<file path="src/rtl/rpop_pkg.sv">
// ----------------------------------------------------------------------------
// rpop_pkg
// Shared types and constants for the polygon outline rasterizer.
// ----------------------------------------------------------------------------
package rpop_pkg;

   localparam int COORD_BITS_DEF     = 14;
   localparam int TRIG_FRAC_BITS_DEF = 15;

   localparam int WIDTH_BITS  = 13;
   localparam int HEIGHT_BITS = 13;
   localparam int SIDES_BITS  = 9;
   localparam int RADIUS_BITS = 12;
   localparam int ANGLE_BITS  = 9;
   localparam int ADDR_BITS   = 4;

   localparam logic [WIDTH_BITS-1:0]  WIDTH_RST  = 13'd640;
   localparam logic [HEIGHT_BITS-1:0] HEIGHT_RST = 13'd480;
   localparam logic [SIDES_BITS-1:0]  SIDES_RST  = 9'd3;
   localparam logic [RADIUS_BITS-1:0] RADIUS_RST = 12'd100;

   localparam logic [ANGLE_BITS-1:0] FULL_TURN = 9'd360;
   localparam logic [ANGLE_BITS-1:0] QUARTER   = 9'd90;
   localparam logic [ANGLE_BITS-1:0] HALF_TURN = 9'd180;
   localparam logic [ANGLE_BITS-1:0] THREE_Q   = 9'd270;
   localparam longint unsigned PI_Q30 = 64'd3373259426;

   typedef enum logic [1:0] {
      REG_WIDTH  = 2'd0,
      REG_HEIGHT = 2'd1,
      REG_SIDES  = 2'd2,
      REG_RADIUS = 2'd3
   } reg_index_type;

   typedef struct packed {
      logic [WIDTH_BITS-1:0]  width;
      logic [HEIGHT_BITS-1:0] height;
      logic [SIDES_BITS-1:0]  sides;
      logic [RADIUS_BITS-1:0] radius;
   } cfg_type;

   typedef struct packed {
      logic div_init;
      logic div_step;
      logic set_step;
      logic mul;
      logic tgt;
      logic copy;
      logic adv;
      logic walk;
      logic idle_out;
   } cmd_type;

   typedef struct packed {
      logic div_done;
      logic at_tgt;
      logic closing;
   } status_type;

endpackage

</file>
<file path="src/rtl/regular_polygon_outline_pixels_top.sv">
// ----------------------------------------------------------------------------
// regular_polygon_outline_pixels_top
// Regular polygon outline rasterizer with APB-style register port.
// ----------------------------------------------------------------------------
// Each request (req_start_req) yields exactly one response. start_req = 1
// places the vertices and returns the first outline pixel; start_req = 0
// returns the next pixel. rsp_pixel_valid = 0 marks a tick with no pixel
// (idle, or the outline finished). rsp_last_pixel flags the closing pixel.
// A walk step runs the check and emit states; each vertex crossed adds the
// advance, multiply, sum and check states. A start request first runs the
// serial 360/n divider and then places the first two vertices.
// Requests are taken one at a time; the next request is taken while a
// response still waits in the output register.
// A stalled response holds its payload; the block then waits before
// loading the next result. Reset clears the walk and loads the register
// defaults 640, 480, 3, 100. Registers: width 0x0, height 0x4,
// sides 0x8, radius 0xC; write only while the block is idle.
// ----------------------------------------------------------------------------
module regular_polygon_outline_pixels_top
   import rpop_pkg::*;
#(
   parameter int COORD_BITS     = COORD_BITS_DEF,
   parameter int TRIG_FRAC_BITS = TRIG_FRAC_BITS_DEF
)(
   input  logic                         clock,
   input  logic                         reset,
   input  logic                         req_valid,
   output logic                         req_stall,
   input  logic                         req_start_req,
   output logic                         rsp_valid,
   input  logic                         rsp_stall,
   output logic                         rsp_pixel_valid,
   output logic signed [COORD_BITS-1:0] rsp_pixel_col,
   output logic signed [COORD_BITS-1:0] rsp_pixel_row,
   output logic                         rsp_in_frame,
   output logic                         rsp_last_pixel,
   input  logic                         csr_psel,
   input  logic                         csr_penable,
   input  logic                         csr_pwrite,
   input  logic [ADDR_BITS-1:0]         csr_paddr,
   input  logic [31:0]                  csr_pwdata,
   output logic [31:0]                  csr_prdata,
   output logic                         csr_pready
);

   cfg_type       cfg_ff;
   cmd_type       cmd;
   status_type    status;
   reg_index_type idx;
   logic          wr;

   assign csr_pready = 1'b1;
   assign idx        = reg_index_type'(csr_paddr[3:2]);
   assign wr         = csr_psel && csr_penable && csr_pwrite;

   always_ff @(posedge clock) begin
      if (reset) begin
         cfg_ff.width  <= WIDTH_RST;
         cfg_ff.height <= HEIGHT_RST;
         cfg_ff.sides  <= SIDES_RST;
         cfg_ff.radius <= RADIUS_RST;
      end else if (wr) begin
         unique case (idx)
            REG_WIDTH:  cfg_ff.width  <= csr_pwdata[WIDTH_BITS-1:0];
            REG_HEIGHT: cfg_ff.height <= csr_pwdata[HEIGHT_BITS-1:0];
            REG_SIDES:  cfg_ff.sides  <= csr_pwdata[SIDES_BITS-1:0];
            REG_RADIUS: cfg_ff.radius <= csr_pwdata[RADIUS_BITS-1:0];
            default: ;
         endcase
      end
   end

   always_comb begin
      unique case (idx)
         REG_WIDTH:  csr_prdata = 32'(cfg_ff.width);
         REG_HEIGHT: csr_prdata = 32'(cfg_ff.height);
         REG_SIDES:  csr_prdata = 32'(cfg_ff.sides);
         REG_RADIUS: csr_prdata = 32'(cfg_ff.radius);
         default:    csr_prdata = '0;
      endcase
   end

   rpop_ctrl u_ctrl (
      .clock         (clock),
      .reset         (reset),
      .req_valid     (req_valid),
      .req_stall     (req_stall),
      .req_start_req (req_start_req),
      .rsp_valid     (rsp_valid),
      .rsp_stall     (rsp_stall),
      .status        (status),
      .cmd           (cmd)
   );

   rpop_dp #(
      .COORD_BITS     (COORD_BITS),
      .TRIG_FRAC_BITS (TRIG_FRAC_BITS)
   ) u_dp (
      .clock        (clock),
      .reset        (reset),
      .cfg          (cfg_ff),
      .cmd          (cmd),
      .status       (status),
      .pix_valid    (rsp_pixel_valid),
      .pix_col      (rsp_pixel_col),
      .pix_row      (rsp_pixel_row),
      .pix_in_frame (rsp_in_frame),
      .pix_last     (rsp_last_pixel)
   );

endmodule

</file>
<file path="src/rtl/rpop_ctrl.sv">
// ----------------------------------------------------------------------------
// rpop_ctrl
// Sequencer: request intake, vertex setup, walk and result hand-off.
// ----------------------------------------------------------------------------
module rpop_ctrl
   import rpop_pkg::*;
(
   input  logic       clock,
   input  logic       reset,
   input  logic       req_valid,
   output logic       req_stall,
   input  logic       req_start_req,
   output logic       rsp_valid,
   input  logic       rsp_stall,
   input  status_type status,
   output cmd_type    cmd
);

   typedef enum logic [3:0] {
      S_IDLE, S_DIV, S_T0M, S_T0T, S_COPY, S_ADV, S_TM, S_TT,
      S_CHECK, S_EMIT_PIX, S_EMIT_NONE
   } state_type;

   state_type state_ff, state_in;
   logic      drawing_ff, drawing_in;
   logic      rsp_valid_ff, rsp_valid_in;
   logic      out_free;

   assign out_free  = !rsp_valid_ff || !rsp_stall;
   assign req_stall = (state_ff != S_IDLE);
   assign rsp_valid = rsp_valid_ff;

   always_comb begin
      state_in     = state_ff;
      drawing_in   = drawing_ff;
      rsp_valid_in = rsp_valid_ff && rsp_stall;
      cmd          = '0;
      unique case (state_ff)
         S_IDLE: begin
            if (req_valid) begin
               if (req_start_req) begin
                  cmd.div_init = 1'b1;
                  state_in     = S_DIV;
               end else begin
                  state_in = S_CHECK;
               end
            end
         end
         S_DIV: begin
            if (status.div_done) begin
               cmd.set_step = 1'b1;
               state_in     = S_T0M;
            end else begin
               cmd.div_step = 1'b1;
            end
         end
         S_T0M: begin
            cmd.mul  = 1'b1;
            state_in = S_T0T;
         end
         S_T0T: begin
            cmd.tgt  = 1'b1;
            state_in = S_COPY;
         end
         S_COPY: begin
            cmd.copy   = 1'b1;
            drawing_in = 1'b1;
            state_in   = S_ADV;
         end
         S_ADV: begin
            cmd.adv  = 1'b1;
            state_in = S_TM;
         end
         S_TM: begin
            cmd.mul  = 1'b1;
            state_in = S_TT;
         end
         S_TT: begin
            cmd.tgt  = 1'b1;
            state_in = S_CHECK;
         end
         S_CHECK: begin
            priority if (!drawing_ff) begin
               state_in = S_EMIT_NONE;
            end else if (status.at_tgt && status.closing) begin
               drawing_in = 1'b0;
               state_in   = S_EMIT_NONE;
            end else if (status.at_tgt) begin
               state_in = S_ADV;
            end else begin
               state_in = S_EMIT_PIX;
            end
         end
         S_EMIT_PIX: begin
            if (out_free) begin
               cmd.walk     = 1'b1;
               rsp_valid_in = 1'b1;
               state_in     = S_IDLE;
            end
         end
         S_EMIT_NONE: begin
            if (out_free) begin
               cmd.idle_out = 1'b1;
               rsp_valid_in = 1'b1;
               state_in     = S_IDLE;
            end
         end
         default: state_in = S_IDLE;
      endcase
   end

   always_ff @(posedge clock) begin
      if (reset) begin
         state_ff     <= S_IDLE;
         drawing_ff   <= 1'b0;
         rsp_valid_ff <= 1'b0;
      end else begin
         state_ff     <= state_in;
         drawing_ff   <= drawing_in;
         rsp_valid_ff <= rsp_valid_in;
      end
   end

endmodule

</file>
<file path="src/rtl/rpop_dp.sv">
// ----------------------------------------------------------------------------
// rpop_dp
// Datapath: step divider, trig table, vertex multiply, pixel walk, result.
// ----------------------------------------------------------------------------
module rpop_dp
   import rpop_pkg::*;
#(
   parameter int COORD_BITS     = COORD_BITS_DEF,
   parameter int TRIG_FRAC_BITS = TRIG_FRAC_BITS_DEF
)(
   input  logic                         clock,
   input  logic                         reset,
   input  cfg_type                      cfg,
   input  cmd_type                      cmd,
   output status_type                   status,
   output logic                         pix_valid,
   output logic signed [COORD_BITS-1:0] pix_col,
   output logic signed [COORD_BITS-1:0] pix_row,
   output logic                         pix_in_frame,
   output logic                         pix_last
);

   localparam int F  = TRIG_FRAC_BITS;
   localparam int SW = F + 2;
   localparam int PW = RADIUS_BITS + 1 + SW;
   localparam int TW = PW + 1;
   localparam int CW = ((COORD_BITS > WIDTH_BITS) ? COORD_BITS : WIDTH_BITS) + 1;

   typedef logic [90:0][F:0] sin_tab_type;

   // elaboration-time long division for the table build
   function automatic longint unsigned udiv_const(input longint unsigned n,
                                                  input longint unsigned d);
      longint unsigned qv;
      longint unsigned rv;
      qv = '0;
      rv = '0;
      for (int b = 63; b >= 0; b--) begin
         rv = {rv[62:0], n[b]};
         if (rv >= d) begin
            rv    = rv - d;
            qv[b] = 1'b1;
         end
      end
      return qv;
   endfunction

   function automatic sin_tab_type build_sin();
      sin_tab_type       tab;
      longint unsigned   x;
      longint unsigned   term;
      longint            sum;
      longint            q;
      tab = '0;
      for (int k = 0; k <= 90; k++) begin
         x    = udiv_const(longint'(k) * PI_Q30, 64'd180);
         term = x;
         sum  = longint'(x);
         for (int i = 1; i <= 13; i++) begin
            term = (term * x) >> 30;
            term = (term * x) >> 30;
            term = udiv_const(term, longint'((2 * i) * (2 * i + 1)));
            if (i[0]) sum = sum - longint'(term);
            else      sum = sum + longint'(term);
         end
         if (sum < 0) sum = 0;
         q = (sum + (longint'(1) << (29 - F))) >>> (30 - F);
         if (q > (longint'(1) << F)) q = longint'(1) << F;
         tab[k] = q[F:0];
      end
      return tab;
   endfunction

   localparam sin_tab_type SIN_TAB = build_sin();

   function automatic logic signed [SW-1:0] sin_of(input logic [ANGLE_BITS-1:0] a);
      logic [ANGLE_BITS-1:0] idx;
      logic                  neg;
      priority if (a <= QUARTER) begin
         idx = a;
         neg = 1'b0;
      end else if (a <= HALF_TURN) begin
         idx = HALF_TURN - a;
         neg = 1'b0;
      end else if (a <= THREE_Q) begin
         idx = a - HALF_TURN;
         neg = 1'b1;
      end else begin
         idx = FULL_TURN - a;
         neg = 1'b1;
      end
      if (neg) return -$signed({1'b0, SIN_TAB[idx[6:0]]});
      else     return  $signed({1'b0, SIN_TAB[idx[6:0]]});
   endfunction

   function automatic logic signed [COORD_BITS-1:0] to_coord(input logic signed [TW-1:0] t);
      logic signed [TW-1:0] adj;
      logic signed [TW-1:0] sh;
      adj = t[TW-1] ? t + TW'((1 << F) - 1) : t;
      sh  = adj >>> F;
      return sh[COORD_BITS-1:0];
   endfunction

   function automatic logic signed [COORD_BITS-1:0] toward(
      input logic signed [COORD_BITS-1:0] v,
      input logic signed [COORD_BITS-1:0] t);
      priority if (v < t) return v + COORD_BITS'(1);
      else if (v > t)     return v - COORD_BITS'(1);
      else                return v;
   endfunction

   logic [ANGLE_BITS-1:0]        dvd_ff, quo_ff, rem_ff;
   logic [3:0]                   cnt_ff;
   logic [ANGLE_BITS:0]          rem_sh;
   logic [SIDES_BITS-1:0]        sides_eff;
   logic [ANGLE_BITS-1:0]        step_ff, angle_ff, vc_ff;
   logic [ANGLE_BITS-1:0]        vc_in, a_mod;
   logic [ANGLE_BITS:0]          a_cos;
   logic [ANGLE_BITS-1:0]        a_cos_m;
   logic signed [PW-1:0]         prod_c_ff, prod_s_ff;
   logic signed [COORD_BITS-1:0] cur_col_ff, cur_row_ff, tgt_col_ff, tgt_row_ff;
   logic signed [COORD_BITS-1:0] nxt_col, nxt_row;
   logic signed [TW-1:0]         cx_q, cy_q;
   logic signed [CW-1:0]         col_x, row_x, w_x, h_x;
   logic                         in_frm;

   assign sides_eff = (cfg.sides == '0) ? SIDES_BITS'(1) : cfg.sides;
   assign rem_sh    = {rem_ff, dvd_ff[ANGLE_BITS-1]};
   assign vc_in     = vc_ff + ANGLE_BITS'(1);

   assign a_mod   = (angle_ff >= FULL_TURN) ? angle_ff - FULL_TURN : angle_ff;
   assign a_cos   = {1'b0, a_mod} + {1'b0, QUARTER};
   assign a_cos_m = (a_cos >= {1'b0, FULL_TURN}) ? ANGLE_BITS'(a_cos - {1'b0, FULL_TURN})
                                                 : a_cos[ANGLE_BITS-1:0];

   assign cx_q = $signed(TW'({1'b0, cfg.width[WIDTH_BITS-1:1]}) << F);
   assign cy_q = $signed(TW'({1'b0, cfg.height[HEIGHT_BITS-1:1]}) << F);

   assign nxt_col = toward(cur_col_ff, tgt_col_ff);
   assign nxt_row = toward(cur_row_ff, tgt_row_ff);

   assign col_x  = CW'(cur_col_ff);
   assign row_x  = CW'(cur_row_ff);
   assign w_x    = $signed(CW'(cfg.width));
   assign h_x    = $signed(CW'(cfg.height));
   assign in_frm = !col_x[CW-1] && (col_x < w_x) && !row_x[CW-1] && (row_x < h_x);

   assign status.div_done = (cnt_ff == '0);
   assign status.at_tgt   = (cur_col_ff == tgt_col_ff) && (cur_row_ff == tgt_row_ff);
   assign status.closing  = (vc_ff >= sides_eff);

   always_ff @(posedge clock) begin
      if (reset) begin
         cnt_ff <= '0;
      end else if (cmd.div_init) begin
         cnt_ff <= 4'(ANGLE_BITS);
      end else if (cmd.div_step) begin
         cnt_ff <= cnt_ff - 4'd1;
      end
   end

   always_ff @(posedge clock) begin
      if (cmd.div_init) begin
         dvd_ff <= FULL_TURN;
         rem_ff <= '0;
         quo_ff <= '0;
      end else if (cmd.div_step) begin
         dvd_ff <= {dvd_ff[ANGLE_BITS-2:0], 1'b0};
         if (rem_sh >= {1'b0, sides_eff}) begin
            rem_ff <= ANGLE_BITS'(rem_sh - {1'b0, sides_eff});
            quo_ff <= {quo_ff[ANGLE_BITS-2:0], 1'b1};
         end else begin
            rem_ff <= rem_sh[ANGLE_BITS-1:0];
            quo_ff <= {quo_ff[ANGLE_BITS-2:0], 1'b0};
         end
      end
   end

   always_ff @(posedge clock) begin
      if (reset) begin
         step_ff  <= '0;
         angle_ff <= '0;
         vc_ff    <= '0;
      end else if (cmd.set_step) begin
         step_ff  <= quo_ff;
         angle_ff <= '0;
         vc_ff    <= '0;
      end else if (cmd.adv) begin
         vc_ff    <= vc_in;
         angle_ff <= (vc_in >= sides_eff) ? '0 : angle_ff + step_ff;
      end
   end

   always_ff @(posedge clock) begin
      if (cmd.mul) begin
         prod_c_ff <= $signed({1'b0, cfg.radius}) * sin_of(a_cos_m);
         prod_s_ff <= $signed({1'b0, cfg.radius}) * sin_of(a_mod);
      end
   end

   always_ff @(posedge clock) begin
      if (reset) begin
         tgt_col_ff <= '0;
         tgt_row_ff <= '0;
         cur_col_ff <= '0;
         cur_row_ff <= '0;
      end else begin
         if (cmd.tgt) begin
            tgt_col_ff <= to_coord(cx_q + TW'(prod_c_ff));
            tgt_row_ff <= to_coord(cy_q - TW'(prod_s_ff));
         end
         if (cmd.copy) begin
            cur_col_ff <= tgt_col_ff;
            cur_row_ff <= tgt_row_ff;
         end else if (cmd.walk) begin
            cur_col_ff <= nxt_col;
            cur_row_ff <= nxt_row;
         end
      end
   end

   always_ff @(posedge clock) begin
      if (cmd.walk) begin
         pix_valid    <= 1'b1;
         pix_col      <= cur_col_ff;
         pix_row      <= cur_row_ff;
         pix_in_frame <= in_frm;
         pix_last     <= (nxt_col == tgt_col_ff) && (nxt_row == tgt_row_ff) &&
                         status.closing;
      end else if (cmd.idle_out) begin
         pix_valid    <= 1'b0;
         pix_col      <= '0;
         pix_row      <= '0;
         pix_in_frame <= 1'b0;
         pix_last     <= 1'b0;
      end
   end

endmodule

</file>
<file path="config.mk">
export PLATFORM = sky130hd
export DESIGN_NAME = regular_polygon_outline_pixels_top
export DESIGN_NICKNAME = d
export VERILOG_FILES = /design/src/rtl/rpop_pkg.sv /design/src/rtl/regular_polygon_outline_pixels_top.sv /design/src/rtl/rpop_ctrl.sv /design/src/rtl/rpop_dp.sv
export SDC_FILE = /design/constraint.sdc
export NUM_CORES = 2
export LEC_CHECK = 0
export CAP_MARGIN = 10
export CORE_MARGIN = 2
export CORE_UTILIZATION = 60
export CTS_CLUSTER_DIAMETER = 200
export DETAILED_ROUTE_END_ITERATION = 10
export DONT_BUFFER_PORTS = 1
export GPL_TIMING_DRIVEN = 0
export PLACE_DENSITY = 0.76
export RECOVER_POWER = 50
export SLEW_MARGIN = 20
export SYNTH_ARGS = -nofsm -noshare
export SYNTH_HDL_FRONTEND = slang
export SYNTH_SLANG_ARGS = --single-unit
</file>
<file path="constraint.sdc">
create_clock -name clock -period 25.6 [get_ports clock]
set_input_delay 3.84 -clock clock [delete_from_list [all_inputs] [get_ports clock]]
set_output_delay 3.84 -clock clock [all_outputs]
set_load 0.005 [all_outputs]
</file>
# Word-level counts from Yosys, hierarchy flattened
# Memories as Yosys holds them, arrays and structs flattened.
# Cells that the tools add are included.
[totals] register_bits=255 latchBits=0 ramBits=0 romBits=4096 inputBits=44 output_inout_bits=66 elab_cells=197 memories=2
[classes] addsub=23 multipliers=2 n_div=0 order_cmp=19 eq_ne=20 shift=0 muxes=71 n_bitwise=0 reduce_logical=34
[memory_table] memory="(name not given)" words=128 word_bits=16 read_ports=1 rd_ports_with_merged_regs=0 wr=0 line="rpop_dp.sv:92" text="if (neg) return -$signed({1'b0, SIN_TAB[idx[6:0]]});"
[memory_table] memory="(name not given)" words=128 word_bits=16 read_ports=1 rd_ports_with_merged_regs=0 wr=0 line="rpop_dp.sv:92"
[ops] op="2-to-1 mux 14 bit" n=11
[ops] op="case mux 32 bit (4 select lines)" n=1
[ops] op="2-to-1 mux 17 bit" n=4
[ops] op="multiplier 13 x 17 -> 30 bit" n=2
[ops] op="adder 29 x 16 -> 29 bit (second input constant)" n=2
[ops] op="2-to-1 mux 29 bit" n=2
[ops] op="equality test 14 bit" n=4
[ops] op="< comparator 14 bit" n=4
[ops] op="2-to-1 mux 7 bit" n=8
[ops] op="2-to-1 mux 9 bit" n=5
[ops] op="case mux 4 bit (10 select lines)" n=1
[ops] op="2-to-1 mux 4 bit" n=9
[ops] op="negator 16 -> 17 bit" n=2
[ops] op="2-to-1 mux 16 bit" n=2
[ops] op="adder 28 x 30 -> 31 bit" n=1
[ops] op="subtractor 28 x 30 -> 31 bit" n=1
[ops] op="adder 14 x 2 -> 14 bit (second input constant)" n=2
[ops] op="greater-than comparator 14 bit" n=2
[ops] op="subtractor 14 x 2 -> 14 bit (second input constant)" n=2
[ops] op="2-to-1 mux 1 bit" n=26
[ops] op=">= comparator 9 bit" n=2
[ops] op="<= comparator 9 x 7 -> 1 bit (second input constant)" n=2
[ops] op="<= comparator 9 x 8 -> 1 bit (second input constant)" n=2
[ops] op="<= comparator 9 bit (second input constant)" n=2
[ops] op="34 further kinds" n=70

# Longest topological paths before layout
[logic_depth] depth_word=16 ltp_mapped=63 depth_no_buf=60

# Hierarchy
# From an unflattened synthesis, not the netlist that was laid out.
[hier_totals] cells_unflattened=4557 area_unflattened_um2=38090.3
[by_module_without_submodules] mod="rpop_dp" n_inst=1 cells_per_inst=4248 area_each_um2=35127.4 seq_area_each_um2=4944.7
[by_module_without_submodules] mod="regular_polygon_outline_pixels_top" n_inst=1 cells_per_inst=239 area_each_um2=2402.3 seq_area_each_um2=940.9
[by_module_without_submodules] mod="rpop_ctrl" n_inst=1 cells_per_inst=70 area_each_um2=560.5 seq_area_each_um2=120.1

# Worst setup path after synthesis
# No wires, ideal clock.
[synth_timing] kind="register to register" startpoint="register u_dp.angle_ff[3]" endpoint="register u_dp.prod_c_ff[29], data pin" arrival_ns=12.319 path_slack_ns=13.021 stages_incl_launch_ff=61 path_buffers=3 synth_period_minus_slack_ns=12.579 path_cell_list="dfxtp_1 > inv_1 > ha_1 > nand4b_1 > nand3_1 > o21a_1 > ha_1 > nand2_1 > o31a_1 > nor2_1 > ha_1 > inv_1 > o21ai_0 > o22ai_1 > a21oi_1 > o22ai_2 > a311oi_2 > a21oi_4 > [25 not listed] > fa_1 > inv_1 > ha_1 > a21oi_1 > o21bai_1 > a21oi_1 > o21bai_1 > a21oi_1 > o21bai_1 > a21oi_1 > nor2b_1 > o31ai_1 > a21oi_1 > a2111oi_0 > nor2_1 > a211o_1 > a21oi_1 > xnor2_1"
[synth_between] elab_chain_cells=16 word_cells_on_any_way=26
[synth_lines] element="from (decl)" line="rpop_dp.sv:116" text="logic [ANGLE_BITS-1:0] step_ff, angle_ff, vc_ff;"
[synth_lines] element="from (signal assigned)" line="rpop_dp.sv:190" text="angle_ff <= (vc_in >= sides_eff) ? '0 : angle_ff + step_ff;"
[synth_lines] element="subtractor 9 bit / >= comparator 9 bit (equally long branches)" line="rpop_dp.sv:131" text="assign a_mod = (angle_ff >= FULL_TURN) ? angle_ff - FULL_TURN : angle_ff;"
[synth_lines] element="2-to-1 mux 9 bit (*)" line="rpop_dp.sv:131"
[synth_lines] element="adder 9 x 7 -> 10 bit (*)" line="rpop_dp.sv:132" text="assign a_cos = {1'b0, a_mod} + {1'b0, QUARTER};"
[synth_lines] element="subtractor 9 bit / >= comparator 10 x 9 -> 1 bit (equally long branches)" line="rpop_dp.sv:133" text="assign a_cos_m = (a_cos >= {1'b0, FULL_TURN}) ? ANGLE_BITS'(a_cos - {1'b0, FULL_TURN})"
[synth_lines] element="2-to-1 mux 9 bit (*)" line="rpop_dp.sv:133"
[synth_lines] element="<= comparator 9 bit, or another cell as far along" line="rpop_dp.sv:85" text="end else if (a <= THREE_Q) begin"
[synth_lines] element="2-to-1 mux 7 bit" line="rpop_dp.sv:85"
[synth_lines] element="2-to-1 mux 7 bit" line="rpop_dp.sv:82" text="end else if (a <= HALF_TURN) begin"
[synth_lines] element="2-to-1 mux 7 bit" line="rpop_dp.sv:79" text="priority if (a <= QUARTER) begin"
[synth_lines] element="2-to-1 mux 7 bit" line="rpop_dp.sv:195" text="if (cmd.mul) begin"
[synth_lines] element="memory (128 x 16 bit)"
[synth_lines] element="2-to-1 mux 16 bit (implied by the code)" line="rpop_dp.sv:93" text="else return $signed({1'b0, SIN_TAB[idx[6:0]]});"
[synth_lines] element="negator 16 -> 17 bit" line="rpop_dp.sv:92"
[synth_lines] element="2-to-1 mux 17 bit (*)" line="rpop_dp.sv:92"
[synth_lines] element="2-to-1 mux 17 bit (*)" line="rpop_dp.sv:195"
[synth_lines] element="multiplier 13 x 17 -> 30 bit (*)" line="rpop_dp.sv:196" text="prod_c_ff <= $signed({1'b0, cfg.radius}) * sin_of(a_cos_m);"
[synth_lines] element="to (signal assigned)" line="rpop_dp.sv:196"
[synth_lines] element="to (decl)" line="rpop_dp.sv:120" text="logic signed [PW-1:0] prod_c_ff, prod_s_ff;"
# Mark *: on every way between the ends. The rest lies on a longest branch, timed or not. The select of a mux whose other input is x is not followed.
# A chain may end at the register's enable or synchronous reset.

# Worst setup path in the final report
# Same ends and word-level chain as after synthesis.

==> run summary <==
Final Hold Vio Count: 0
slowest CP cell: a32oi_1
max-slew violations: 63
Initial Utilization: 60.3%
fillers: 5343
die area: 0.0637 sq mm
CP max FO: 14
routed wire length: 114000 um
I/O pins: 110
post-synthesis sequential area ratio: 16.2%
Num CTS Buffers: 30
IO buf count: 0
via/cell ratio: 6.24
largest net degree at the start of global routing: 38
# H-tree levels: 1
GPL Wtd Cong: 1.00
DR vias: 33200
Seq cells post-synth: 255
synthesized cell area: 0.0370 sq mm
pin slew with the least headroom to its limit: 2.26 ns
commonest non-fill, non-tap cell in the layout: inv_1
worst hold path type: flop to flop
status: finished with violations
Final Skew: 0.0554 ns
Reg2Reg Depth: 62
pwr dens: 44.0 mW/mm^2
Max VDD drop: 0.0550 mV
R2R setup slack: 8.69 ns
Worst Hold End: u_dp.dvd_ff[3]$_SDFFE_PP1P_
Tcrit/Tclk final: 66.1%
PostCTS Resize Cnt: 0
RSZ-0062 raised after global routing: no
hold_sp: u_dp.dvd_ff[3]$_SDFFE_PP1P_
commonest cells after routing, fill and taps aside: 627 x inv_1, 476 x nand2_1, 379 x fa_1
violated checks: capacitance limit, slew limit
DRC viols: 0
Crit Path Category: flop to flop
setup bufs post-CTS: 0
clk_lat worst skew: 0.62 ns
FF/Latch Area: 0.00601 sq mm
core area: 0.0614 sq mm
WP data required: 25.97 ns
CP Capture Type: flop
Final setup viols: 0
vias in the first global route: 32200
fraction of layout cells with a size suffix above 1: 4.75%
die span in x: 252 um
syn_area_per_cell: 8.32 sq um
r2r endpoint: u_dp.prod_c_ff[29]$_DFFE_PP_
die height: 252 um
Worst slew margin: -50.8%
total of warnings raised by yosys: 0
area taken by multi-input logic gates: 0.0276 sq mm
DP Wirelength: 90400 um
hold path depth: 2
CP peak stage delay: 0.88 ns
global-route wire length before repair: 179000 um
initial antenna violation count: 2
minimum clock period: 16.91 ns
EDFF count, synth: 90
maximum capacitance violations: 2
Mapped Cells: 4449
Reg-to-Reg Start: u_dp.angle_ff[3]$_SDFFE_PP0P_
TritonCTS clock tree: done
CP arrival: 17.28 ns
maximum clock rate: 59.1 MHz
WL/cell: 21.3 um
crit start category: flop
Post-synth ARST share: 0%
synth-to-layout area growth: 5.67%
Final ANT Viol Nets: 0
root buf cell: clkbuf_16
total track usage: 35.6%
Reg clk slew, reported paths: 0.06 ns
Hold-fix buffers, CTS: 0
Leak: 17.4 nW
GR Overflow Total: 0
First DRT Iteration DRCs: 3512
# clock sinks: 255
DRT Pass-1 Iters: 8
Longest Clk Path Bufs: 3
total power: 0.00172 W
leading register cell type out of synthesis: dfxtp_1
cell repeated most along the worst path: a21oi_1
Cell variety after synth: 116
setup tns final: 0 ns
FP Rows: 91
NumNets Final: 5221
-- critical path, delay by kind of cell (launching register included) --
family | cells | cell delay [ns]
flip-flops | 1 | 0.55
AO/OA/AOI/OAI | 26 | 6.81
adder cells (fa/ha/maj) | 11 | 3.68
XOR/XNOR | 2 | 0.35
AND/OR/NAND/NOR | 12 | 2.36
buffers and inverters | 11 | 2.96
-- per-layer routing --
metal	share of wire, %	GRT usage [%]	routed length (um)
met1	40	46.6	45100
met4	5.5	17.6	6250
met2	45	56.0	51100
met5	0	0	0
met3	9.7	7.65	11100
-- how the worst max path moves through the flow --
stage                                             start                      endpoint  depth (start not counted)
final                     u_dp.angle_ff[3]$_SDFFE_PP0P_  u_dp.prod_c_ff[29]$_DFFE_PP_                         62
after global routing      u_dp.angle_ff[3]$_SDFFE_PP0P_  u_dp.prod_c_ff[29]$_DFFE_PP_                         62
after CTS                 u_dp.angle_ff[1]$_SDFFE_PP0P_  u_dp.prod_c_ff[29]$_DFFE_PP_                         61
after detailed placement  u_dp.angle_ff[1]$_SDFFE_PP0P_  u_dp.prod_c_ff[29]$_DFFE_PP_                         61
after global placement    u_dp.angle_ff[3]$_SDFFE_PP0P_  u_dp.prod_c_ff[29]$_DFFE_PP_                         62
after floorplan           u_dp.angle_ff[3]$_SDFFE_PP0P_  u_dp.prod_c_ff[29]$_DFFE_PP_                         60
-- area by class of cell --
class	count	area share [%]
tap	790	2.53
multi-input combinational	3313	70.5
antenna	4	0.0256
inverter	632	6.06
buffer	267	2.96
clock inverter	12	0.313
timing repair buffer	2	0.0192
sequential	255	15.4
clock buffer	44	2.26
-- cells in the mapped netlist (66+ instances only) --
library cell    n  area, sq um
inv_1         627         2350
nand2_1       476         1790
fa_1          379         7590
ha_1          297         3720
nor2_1        265          995
a21oi_1       235         1180
and2_1        200         1250
clkbuf_1      193          724
xnor2_1       170         1490
dfxtp_1       165         3300
nand3_1       111          556
o21ai_0       110          551
nor3_1         95          475
edfxtp_1       90         2700
xor2_1         66          578
-- registers in the layout, indices dropped and copies added (netlist names), 6 cells and up --
signal / cells
u_dp.prod_s_ff: 30
cfg_ff: 47
u_dp.tgt_col_ff: 14
u_dp.pix_row: 14
u_dp.pix_col: 14
u_dp.quo_ff: 9
u_dp.prod_c_ff: 30
u_dp.tgt_row_ff: 14
u_dp.angle_ff: 9
u_dp.step_ff: 9
u_dp.rem_ff: 9
u_dp.vc_ff: 9
u_dp.dvd_ff: 6
u_dp.cur_col_ff: 14
u_dp.cur_row_ff: 14
-- logic make-up (layout without fill, tap and decap cells) --
| kind of cell | after synthesis | in the layout | share of synthesized area [%] |
|---|---|---|---|
| simple gates | 1419 | 1419 | 18.7 |
| compound gates | 885 | 885 | 16.7 |
| other cells | 2 | 24 | 0.0203 |
| mux | 72 | 72 | 2.46 |
| xor+xnor | 241 | 241 | 5.82 |
| flops | 255 | 255 | 16.2 |
| fa+ha+maj | 676 | 676 | 30.5 |
| buf+inv | 899 | 957 | 9.54 |
-- where the power goes --
part	switching, W	total [W]	internal [W]	leakage, nW
clock network	0.000184	0.000435	0.000251	0.505
logic	0.000475	0.000768	0.000293	14.7
registers	0.0000378	0.000517	0.000479	2.16
-- stage by stage --
stage / setup WS [ns] / std cells / area (sq um) / utilization, % / hold slack (ns)
floorplan: 13.02 / 4467 / 37100 / - / 0.423
global placement: 9.09 / 5257 / 38100 / 62.0 / 0.434
detailed placement: 9.17 / 5259 / 38100 / 62.2 / 0.440
CTS: 9.13 / 5315 / 39200 / 63.8 / 0.450
global route: 7.71 / 5317 / 39100 / 63.7 / 0.463
finish: 8.69 / 5319 / 39100 / 63.7 / 0.454
(Power assumes the default switching activity.)
